$ cat src/design/cfsg_pkg.sv
package cfsg_pkg;

	localparam int PHASE_TABLE_SIZE = 36;
	localparam int PHASE_W = $clog2(PHASE_TABLE_SIZE);
	localparam int PHASE_HALF = PHASE_TABLE_SIZE / 2;
	localparam int PHASE_SHIFT = 14;
	localparam int PHASE_RECIP = (1 << PHASE_SHIFT) / PHASE_TABLE_SIZE;

	localparam int SR_W = 17;
	localparam int BAUD_W = 14;
	localparam int STOP_W = 4;
	localparam int FRAME_W = 5;
	localparam int LEN_W = 16;
	localparam int DIV_W = 17;
	localparam int DIV_CNT_W = $clog2(DIV_W + 1);
	localparam int CFG_IDX_W = 2;
	localparam int CFG_DATA_W = 17;

	localparam int FRAME_BASE = 9;
	localparam int DATA_BITS = 8;
	localparam int STEP_BASE = 44100;
	localparam int STEP_MAX = 255;
	localparam int LEN_MAX = 65535;

	localparam logic [CFG_IDX_W-1:0] REG_SAMPLE_RATE = 2'd0;
	localparam logic [CFG_IDX_W-1:0] REG_BAUD_RATE = 2'd1;
	localparam logic [CFG_IDX_W-1:0] REG_STOP_BITS = 2'd2;

	localparam logic [SR_W-1:0] SR_RESET = 17'd44100;
	localparam logic [BAUD_W-1:0] BAUD_RESET = 14'd1200;
	localparam logic [STOP_W-1:0] STOP_RESET = 4'd3;

	localparam logic KIND_LOAD = 1'b0;
	localparam logic KIND_TICK = 1'b1;

	localparam logic [1:0] SYM_SILENCE = 2'd0;
	localparam logic [1:0] SYM_TONE = 2'd1;
	localparam logic [1:0] SYM_DATA = 2'd2;

	localparam logic [3:0] SEG_START = 4'd0;
	localparam logic [3:0] SEG_STOP = 4'd9;

	localparam logic signed [15:0] LEVEL_POS = 16'sh7FFF;
	localparam logic signed [15:0] LEVEL_NEG = 16'sh8001;

	typedef struct packed {
		logic kind;
		logic [1:0] symbol;
		logic [7:0] data_byte;
	} item_t;

	typedef struct packed {
		logic signed [15:0] sample;
		logic period_end;
		logic idle;
	} result_t;

	typedef enum logic [2:0] {
		OP_PER_SEC,
		OP_LEN,
		OP_BIT,
		OP_STEP_LO,
		OP_STEP_HI
	} div_op_t;

	typedef struct packed {
		logic capture;
		logic div_start;
		div_op_t div_op;
		logic div_store;
		logic commit;
		logic tick;
	} cmd_t;

	typedef struct packed {
		logic item_kind;
		logic div_done;
		logic out_free;
	} status_t;

	function automatic logic [7:0] sat8(input logic [DIV_W-1:0] v);
		return (v > DIV_W'(STEP_MAX)) ? 8'(STEP_MAX) : v[7:0];
	endfunction

	// v mod table size, reciprocal estimate is low by at most one
	function automatic logic [PHASE_W-1:0] phase_mod(input logic [7:0] v);
		logic [23:0] prod;
		logic [7:0] q;
		logic [15:0] r;
		prod = 24'(v) * 24'(PHASE_RECIP);
		q = 8'(prod >> PHASE_SHIFT);
		r = 16'(v) - 16'(q) * 16'(PHASE_TABLE_SIZE);
		if (r >= 16'(PHASE_TABLE_SIZE)) begin
			r = r - 16'(PHASE_TABLE_SIZE);
		end
		return PHASE_W'(r);
	endfunction

endpackage

$ cat src/design/cfsg_div.sv
module cfsg_div
	import cfsg_pkg::*;
(
	input  logic             clk,
	input  logic             arst_n,
	input  logic             start,
	input  logic [DIV_W-1:0] dividend,
	input  logic [DIV_W-1:0] divisor,
	output logic             done,
	output logic [DIV_W-1:0] quotient
);

	logic [DIV_W-1:0] rem_q;
	logic [DIV_W-1:0] quo_q;
	logic [DIV_W-1:0] dsr_q;
	logic [DIV_CNT_W-1:0] cnt_q;
	logic done_q;
	logic [DIV_W:0] shifted;
	logic [DIV_W+1:0] diff;
	logic ge;

	always_comb begin
		shifted = {rem_q, quo_q[DIV_W-1]};
		diff = {1'b0, shifted} - (DIV_W+2)'(dsr_q);
		ge = ~diff[DIV_W+1];
	end

	always_ff @(posedge clk or negedge arst_n) begin
		if (!arst_n) begin
			cnt_q <= '0;
			done_q <= 1'b0;
		end else begin
			done_q <= !start && (cnt_q == DIV_CNT_W'(1));
			if (start) begin
				cnt_q <= DIV_CNT_W'(DIV_W);
			end else if (cnt_q != '0) begin
				cnt_q <= cnt_q - 1'b1;
			end
		end
	end

	always_ff @(posedge clk) begin
		if (start) begin
			rem_q <= '0;
			quo_q <= dividend;
			dsr_q <= divisor;
		end else if (cnt_q != '0) begin
			rem_q <= ge ? diff[DIV_W-1:0] : shifted[DIV_W-1:0];
			quo_q <= {quo_q[DIV_W-2:0], ge};
		end
	end

	assign done = done_q;
	assign quotient = quo_q;

endmodule

$ cat src/design/cfsg_ctrl.sv
module cfsg_ctrl
	import cfsg_pkg::*;
(
	input  logic    clk,
	input  logic    arst_n,
	input  logic    item_valid,
	output logic    item_stall,
	input  status_t stat,
	output cmd_t    cmd
);

	typedef enum logic [2:0] {
		S_IDLE,
		S_TICK,
		S_DIV_START,
		S_DIV_WAIT,
		S_COMMIT
	} state_t;

	state_t state_q;
	div_op_t op_q;
	div_op_t op_next;

	always_comb begin
		case (op_q)
			OP_PER_SEC: op_next = OP_LEN;
			OP_LEN:     op_next = OP_BIT;
			OP_BIT:     op_next = OP_STEP_LO;
			OP_STEP_LO: op_next = OP_STEP_HI;
			default:    op_next = OP_STEP_HI;
		endcase
	end

	always_comb begin
		cmd = '0;
		cmd.div_op = op_q;
		cmd.capture = (state_q == S_IDLE) && item_valid;
		cmd.tick = (state_q == S_TICK) && stat.out_free;
		cmd.div_start = (state_q == S_DIV_START);
		cmd.div_store = (state_q == S_DIV_WAIT) && stat.div_done;
		cmd.commit = (state_q == S_COMMIT);
	end

	assign item_stall = (state_q != S_IDLE);

	always_ff @(posedge clk or negedge arst_n) begin
		if (!arst_n) begin
			state_q <= S_IDLE;
			op_q <= OP_PER_SEC;
		end else begin
			case (state_q)
				S_IDLE: begin
					op_q <= OP_PER_SEC;
					if (item_valid) begin
						state_q <= (stat.item_kind == KIND_TICK) ? S_TICK : S_DIV_START;
					end
				end
				S_TICK: begin
					if (stat.out_free) begin
						state_q <= S_IDLE;
					end
				end
				S_DIV_START: begin
					state_q <= S_DIV_WAIT;
				end
				S_DIV_WAIT: begin
					if (stat.div_done) begin
						if (op_q == OP_STEP_HI) begin
							state_q <= S_COMMIT;
						end else begin
							op_q <= op_next;
							state_q <= S_DIV_START;
						end
					end
				end
				S_COMMIT: begin
					state_q <= S_IDLE;
				end
				default: begin
					state_q <= S_IDLE;
				end
			endcase
		end
	end

endmodule

$ cat src/design/cfsg_dp.sv
module cfsg_dp
	import cfsg_pkg::*;
(
	input  logic                  clk,
	input  logic                  arst_n,
	input  logic                  cfg_valid,
	output logic                  cfg_ready,
	input  logic [CFG_IDX_W-1:0]  cfg_index,
	input  logic [CFG_DATA_W-1:0] cfg_data,
	input  item_t                 item,
	output logic                  result_valid,
	input  logic                  result_stall,
	output result_t               result,
	input  cmd_t                  cmd,
	output status_t               stat
);

	logic [SR_W-1:0] sample_rate_q;
	logic [BAUD_W-1:0] baud_rate_q;
	logic [STOP_W-1:0] stop_bits_q;

	item_t item_q;
	logic [BAUD_W-1:0] per_sec_q;
	logic [LEN_W-1:0] len_new_q;
	logic [LEN_W-1:0] bit_new_q;
	logic [PHASE_W-1:0] stl_new_q;
	logic [PHASE_W-1:0] sth_new_q;

	logic [PHASE_W-1:0] phase_q;
	logic [1:0] mode_q;
	logic [7:0] byte_q;
	logic [LEN_W-1:0] period_left_q;
	logic [LEN_W-1:0] spb_q;
	logic [LEN_W-1:0] sub_q;
	logic [3:0] seg_q;
	logic [PHASE_W-1:0] stl_q;
	logic [PHASE_W-1:0] sth_q;
	logic tone_latch_q;

	logic result_valid_q;
	result_t result_q;

	logic [FRAME_W-1:0] frame_bits;
	logic [DIV_W-1:0] dividend;
	logic [DIV_W-1:0] divisor;
	logic div_done;
	logic [DIV_W-1:0] div_quo;
	logic [7:0] step_sat;

	logic running;
	logic use_tone;
	logic use_high;
	logic [PHASE_W-1:0] step;
	logic [PHASE_W:0] phase_sum;
	logic [PHASE_W-1:0] phase_nxt;
	logic signed [15:0] level;

	assign cfg_ready = 1'b1;
	assign frame_bits = FRAME_W'(FRAME_BASE) + FRAME_W'(stop_bits_q);

	always_ff @(posedge clk or negedge arst_n) begin
		if (!arst_n) begin
			sample_rate_q <= SR_RESET;
			baud_rate_q <= BAUD_RESET;
			stop_bits_q <= STOP_RESET;
		end else if (cfg_valid) begin
			case (cfg_index)
				REG_SAMPLE_RATE: sample_rate_q <= SR_W'(cfg_data);
				REG_BAUD_RATE:   baud_rate_q <= BAUD_W'(cfg_data);
				REG_STOP_BITS:   stop_bits_q <= STOP_W'(cfg_data);
				default: ;
			endcase
		end
	end

	always_comb begin
		case (cmd.div_op)
			OP_PER_SEC: begin
				dividend = DIV_W'(baud_rate_q);
				divisor = DIV_W'(frame_bits);
			end
			OP_LEN: begin
				dividend = DIV_W'(sample_rate_q);
				divisor = DIV_W'(per_sec_q);
			end
			OP_BIT: begin
				dividend = DIV_W'(len_new_q);
				divisor = DIV_W'(frame_bits);
			end
			OP_STEP_LO: begin
				dividend = DIV_W'(STEP_BASE);
				divisor = DIV_W'(sample_rate_q);
			end
			default: begin
				dividend = DIV_W'(2 * STEP_BASE);
				divisor = DIV_W'(sample_rate_q);
			end
		endcase
	end

	cfsg_div u_div (
		.clk      (clk),
		.arst_n   (arst_n),
		.start    (cmd.div_start),
		.dividend (dividend),
		.divisor  (divisor),
		.done     (div_done),
		.quotient (div_quo)
	);

	assign step_sat = (sample_rate_q == '0) ? 8'd0 : sat8(div_quo);

	always_ff @(posedge clk) begin
		if (cmd.capture) begin
			item_q <= item;
		end
		if (cmd.div_store) begin
			case (cmd.div_op)
				OP_PER_SEC: per_sec_q <= BAUD_W'(div_quo);
				OP_LEN: begin
					if (per_sec_q == '0) begin
						len_new_q <= '0;
					end else if (div_quo > DIV_W'(LEN_MAX)) begin
						len_new_q <= LEN_W'(LEN_MAX);
					end else begin
						len_new_q <= LEN_W'(div_quo);
					end
				end
				OP_BIT:     bit_new_q <= LEN_W'(div_quo);
				OP_STEP_LO: stl_new_q <= phase_mod(step_sat);
				default:    sth_new_q <= phase_mod(step_sat);
			endcase
		end
	end

	always_comb begin
		running = (period_left_q != '0);
		use_tone = 1'b0;
		use_high = 1'b1;
		if (!running) begin
			use_tone = tone_latch_q;
		end else begin
			case (mode_q)
				SYM_TONE: use_tone = 1'b1;
				SYM_DATA: begin
					use_tone = 1'b1;
					if (spb_q != '0) begin
						if (seg_q == SEG_START) begin
							use_high = 1'b0;
						end else if (seg_q != SEG_STOP) begin
							use_high = byte_q[3'(4'(DATA_BITS) - seg_q)];
						end
					end
				end
				default: use_tone = 1'b0;
			endcase
		end
		step = use_high ? sth_q : stl_q;
		phase_sum = {1'b0, phase_q} + {1'b0, step};
		if (phase_sum >= (PHASE_W+1)'(PHASE_TABLE_SIZE)) begin
			phase_nxt = PHASE_W'(phase_sum - (PHASE_W+1)'(PHASE_TABLE_SIZE));
		end else begin
			phase_nxt = PHASE_W'(phase_sum);
		end
		level = (phase_nxt < PHASE_W'(PHASE_HALF)) ? LEVEL_POS : LEVEL_NEG;
	end

	always_ff @(posedge clk or negedge arst_n) begin
		if (!arst_n) begin
			phase_q <= '0;
			mode_q <= SYM_SILENCE;
			byte_q <= '0;
			period_left_q <= '0;
			spb_q <= '0;
			sub_q <= '0;
			seg_q <= SEG_START;
			stl_q <= '0;
			sth_q <= '0;
			tone_latch_q <= 1'b0;
		end else if (cmd.commit) begin
			case (item_q.symbol)
				SYM_TONE: begin
					mode_q <= SYM_TONE;
					tone_latch_q <= 1'b1;
				end
				SYM_DATA: mode_q <= SYM_DATA;
				default:  mode_q <= SYM_SILENCE;
			endcase
			byte_q <= item_q.data_byte;
			period_left_q <= len_new_q;
			spb_q <= bit_new_q;
			sub_q <= '0;
			seg_q <= SEG_START;
			stl_q <= stl_new_q;
			sth_q <= sth_new_q;
		end else if (cmd.tick) begin
			if (use_tone) begin
				phase_q <= phase_nxt;
			end
			if (running) begin
				period_left_q <= period_left_q - 1'b1;
				if (sub_q == spb_q - 1'b1) begin
					sub_q <= '0;
					if (seg_q != SEG_STOP) begin
						seg_q <= seg_q + 1'b1;
					end
				end else begin
					sub_q <= sub_q + 1'b1;
				end
			end
		end
	end

	always_ff @(posedge clk or negedge arst_n) begin
		if (!arst_n) begin
			result_valid_q <= 1'b0;
		end else if (cmd.tick) begin
			result_valid_q <= 1'b1;
		end else if (!result_stall) begin
			result_valid_q <= 1'b0;
		end
	end

	always_ff @(posedge clk) begin
		if (cmd.tick) begin
			result_q.sample <= use_tone ? level : 16'sd0;
			result_q.period_end <= running && (period_left_q == LEN_W'(1));
			result_q.idle <= !running;
		end
	end

	assign result_valid = result_valid_q;
	assign result = result_q;

	assign stat.item_kind = item.kind;
	assign stat.div_done = div_done;
	assign stat.out_free = !result_valid_q || !result_stall;

endmodule

$ cat src/design/cassette_fsk_sample_generator_unit.sv
// Cassette FSK square-wave modulator. A load word (kind 0) sets the next tape
// symbol (silence, leader tone or data byte) and gives no result; a tick word
// (kind 1) gives one signed audio sample of +32767, -32767 or 0. A tick word is
// captured in the idle state and its sample is registered from the tick state,
// which waits while the result register is held by result_stall. While a load
// runs, item_stall stays high: five serial quotients (byte rate, period length,
// bit length, low and high phase step) run one after the other through a single
// restoring divider, each with a start state, 17 quotient bits at one per cycle
// and a store, then a commit state and the return to idle, which takes the next
// word. Registers (sample rate, baud rate, stop bits) are written through the
// cfg port, which never stalls, and take effect at the next load.
module cassette_fsk_sample_generator_unit
	import cfsg_pkg::*;
(
	input  logic                  clk,
	input  logic                  arst_n,
	input  logic                  item_valid,
	output logic                  item_stall,
	input  item_t                 item,
	output logic                  result_valid,
	input  logic                  result_stall,
	output result_t               result,
	input  logic                  cfg_valid,
	output logic                  cfg_ready,
	input  logic [CFG_IDX_W-1:0]  cfg_index,
	input  logic [CFG_DATA_W-1:0] cfg_data
);

	cmd_t cmd;
	status_t stat;

	cfsg_ctrl u_ctrl (
		.clk        (clk),
		.arst_n     (arst_n),
		.item_valid (item_valid),
		.item_stall (item_stall),
		.stat       (stat),
		.cmd        (cmd)
	);

	cfsg_dp u_dp (
		.clk          (clk),
		.arst_n       (arst_n),
		.cfg_valid    (cfg_valid),
		.cfg_ready    (cfg_ready),
		.cfg_index    (cfg_index),
		.cfg_data     (cfg_data),
		.item         (item),
		.result_valid (result_valid),
		.result_stall (result_stall),
		.result       (result),
		.cmd          (cmd),
		.stat         (stat)
	);

	a_busy_after_accept: assert property (@(posedge clk) disable iff (!arst_n)
		item_valid && !item_stall |=> item_stall)
		else $error("accepted word did not make the block busy");

	a_div_only_busy: assert property (@(posedge clk) disable iff (!arst_n)
		stat.div_done |-> item_stall)
		else $error("divider finished while idle");

	a_end_not_idle: assert property (@(posedge clk) disable iff (!arst_n)
		result_valid |-> !(result.idle && result.period_end))
		else $error("filler sample flagged as period end");

endmodule
$ cat config.mk
export PLATFORM = sky130hd
export DESIGN_NAME = cassette_fsk_sample_generator_unit
export DESIGN_NICKNAME = d
export VERILOG_FILES = /design/src/design/cfsg_pkg.sv /design/src/design/cfsg_div.sv /design/src/design/cfsg_ctrl.sv /design/src/design/cfsg_dp.sv /design/src/design/cassette_fsk_sample_generator_unit.sv
export SDC_FILE = /design/constraint.sdc
export NUM_CORES = 1
export LEC_CHECK = 0
export ABC_AREA = 1
export BUFFER_PORTS_ARGS = -buffer_cell sky130_fd_sc_hd__clkbuf_2
export CELL_PAD_IN_SITES_DETAIL_PLACEMENT = 0
export CELL_PAD_IN_SITES_GLOBAL_PLACEMENT = 1
export CORE_ASPECT_RATIO = 0.9
export CORE_MARGIN = 3
export CORE_UTILIZATION = 52
export DETAILED_ROUTE_END_ITERATION = 8
export PLACE_DENSITY_LB_ADDON = 0.1
export RECOVER_POWER = 25
export SYNTH_ARGS = -nofsm -noshare
export SYNTH_HDL_FRONTEND = slang
export SYNTH_SLANG_ARGS = --single-unit
$ cat constraint.sdc
create_clock -name clk -period 11.8 [get_ports clk]
set_input_delay 1.18 -clock clk [delete_from_list [all_inputs] [get_ports clk]]
set_output_delay 1.18 -clock clk [all_outputs]
set_load 0.1 [all_outputs]
==> out/metrics.cfg <==
[synth]
synth_common_cells = nand2_1, inv_1, o21ai_0
yosys.area.top_type = edfxtp_1
ys_ff_latch = 253
ys_warn_count = 0
ys.flop_type = dfrtp_1
yosysSeqAreaShare_pct = 45.9
yosysMostFrequentCell = nand2_1
syn_area_um2 = 14800
synth_area_leaders = edfxtp_1, dfrtp_1, nand2_1
synth_cell_type_count = 65
postSynthCellCount = 1704
postSynthAreaPerCell_um2 = 8.69
synth_top_area_share_pct = 21.7
synth_edf_count = 107
ys_async_sr_fraction_pct = 51.0
syn-num-nets = 1841

[clock_network]
root_buffer = clkbuf_16
post-cts-setup-buffer-count = 0
cts_resized = 0
path_clk_slew_ns = 0.06
cts_tree = done
cts_hold_buf = 0
clk_path_buf_depth = 3
cts-htree-levels = 1
cts_made_buffers = 28
cts_sinks = 253
clock_latency_ns = 0.54

[timing]
final_max_slew_viol_count = 146
rsz0062_at_grt = no
hold_slack_ns = 0.437
min_period_ns = 6.58
tightest_slew_ns = 3.24
skew_ns = 0.0201
slew_headroom_pct = -116
hold_viol = 0
setup_violations = 0
post-route-period-util_pct = 55.8
fin_tns_setup_ns = 0
max_freq_mhz = 152

[grt]
grt-ovfl-total = 0
grt_pass1_wl_um = 57600
grt_pass1_vias = 11011
grtUsageTotal_pct = 23.0
antenna_found_initial = 0
grt_max_degree = 73

[worst_setup_path]
startpoint_type = register
worstPathRequired_ns = 12.07
crit_type = reg -> reg
crit_path_top_delay_cell = nor3_1
crit_top_cell = inv_1
worstPathArrival_ns = 6.85
path_max_fanout = 8
critical-path-max-stage-delay_ns = 0.56
end_kind = register

[detailed_routing]
drt-initial-drc-count = 842
vias = 11241
wl_um = 34600
detail-route-antenna-nets = 0
viasPerCell = 5.31
wire_per_inst_um = 16.4
firstDrtPassIters = 6
drcViolationCount = 0

[final_layout]
regArea_um2 = 6800
multiInputGateArea_um2 = 6790
fillCellCount = 2523
nets = 1878
diodes = 0
areaGrowthSynthToFinish_pct = 9.54
drive_gt1_share_pct = 11.6

[run_status]
run_status = complete, but fails checks
failed_checks = max-capacitance violations, max-slew violations

[die]
placementRows = 57
die_h_um = 166
pin_count = 56
start_util_pct = 53.8
design.core.area_um2 = 27500
die_x_um = 184
dieArea_um2 = 30500

[placement]
portBuffers = 54
dp_hpwl_um = 26000
place.gp.congestion = 0.906

[worst_hold_path]
hp-class = reg -> reg

[flow_run]
cap_violations = 3

## critical path, delay by kind of cell (launching register included)
kind                       cells  cell delay, ns
AOI/OAI and AO/OA              5            0.77
buffers and inverters          5            0.49
and+or+nand+nor               10            1.49
DFF                            1            0.39
adders and majority gates      8            2.94
xor gates and xnor gates       1            0.24
## sequential cells by signal, summed over array words and instances (netlist names), 17 cells and up
register             count
u_dp.sample_rate_q      17
u_dp.u_div.dsr_q        17
u_dp.u_div.quotient     17
u_dp.u_div.rem_q        17
## layout by cell type (no fill, tap or decap), drive strengths merged, types with 43 or more instances in the layout
| master | instances |
|---|---|
| nand2 | 423 |
| inv | 244 |
| o21ai | 151 |
| nor2 | 145 |
| dfrtp | 117 |
| edfxtp | 107 |
| clkbuf | 90 |
| ha | 85 |
| nand3 | 80 |
| a21oi | 75 |
| xor2 | 43 |
## cell type report
type	instances	share of cell area (%)
sequential	253	41.9
multi-input combinational	1153	41.9
inverter	244	5.65
clock buffer	34	4.77
tap	354	2.73
timing repair buffer	61	1.93
clock inverter	18	1.15
## through the flow
stage / std cells / area, um^2 / utilization [%] / setup slack, ns
2_1_floorplan: 1704 / 14800 / - / 5.89
3_3_place_gp: 2065 / 15300 / 55.5 / 5.45
3_5_place_dp: 2065 / 15300 / 55.5 / 5.30
4_1_cts: 2117 / 16200 / 59.0 / 5.27
5_1_grt: 2117 / 16200 / 58.9 / 4.77
6_report: 2117 / 16200 / 58.9 / 5.22
## final timing paths
kind | endpoint | slack, ns | startpoint | depth (start not counted)
max in group asynchronous | u_dp.stl_q[1]$_DFFE_PN0P_ | 7.77 | arst_n | 2
min | u_dp.sth_q[5]$_DFFE_PN0P_ | 0.44 | u_dp.sth_new_q[5]$_DFFE_PP_ | 2
max | u_dp.sth_new_q[3]$_DFFE_PP_ | 5.22 | u_dp.sample_rate_q[14]$_DFFE_PN0P_ | 29
min in group asynchronous | u_dp.u_div.cnt_q[0]$_DFFE_PN0P_ | 1.72 | arst_n | 1
min reg2reg | u_dp.sth_q[5]$_DFFE_PN0P_ | 0.44 | u_dp.sth_new_q[5]$_DFFE_PP_ | 2
max reg2reg | u_dp.sth_new_q[3]$_DFFE_PP_ | 5.22 | u_dp.sample_rate_q[14]$_DFFE_PN0P_ | 29
## kinds of logic (layout without fill, tap and decap cells)
logic type | after synthesis | after routing | synth area share (%)
simple gates | 695 | 695 | 21.2
buf+inv | 298 | 357 | 8.20
compound gates | 292 | 292 | 11.4
flops | 253 | 253 | 45.9
fa+ha+maj | 102 | 102 | 9.48
xor+xnor | 63 | 63 | 3.78
other cells | 1 | 1 | 0.0253
## metal layers
layer / GRT usage (%) / wire length [um] / vias up
met5: 0 / 0 / -
met4: 3.84 / 585 / 0
met3: 3.85 / 2060 / 47
met2: 36.6 / 15700 / 258
met1: 33.9 / 16300 / 5277
li1: - / - / 5659
Power is left out: the tool's default activity adds up to more than one toggle a clock period on the data nets, which glitch-free logic cannot reach.
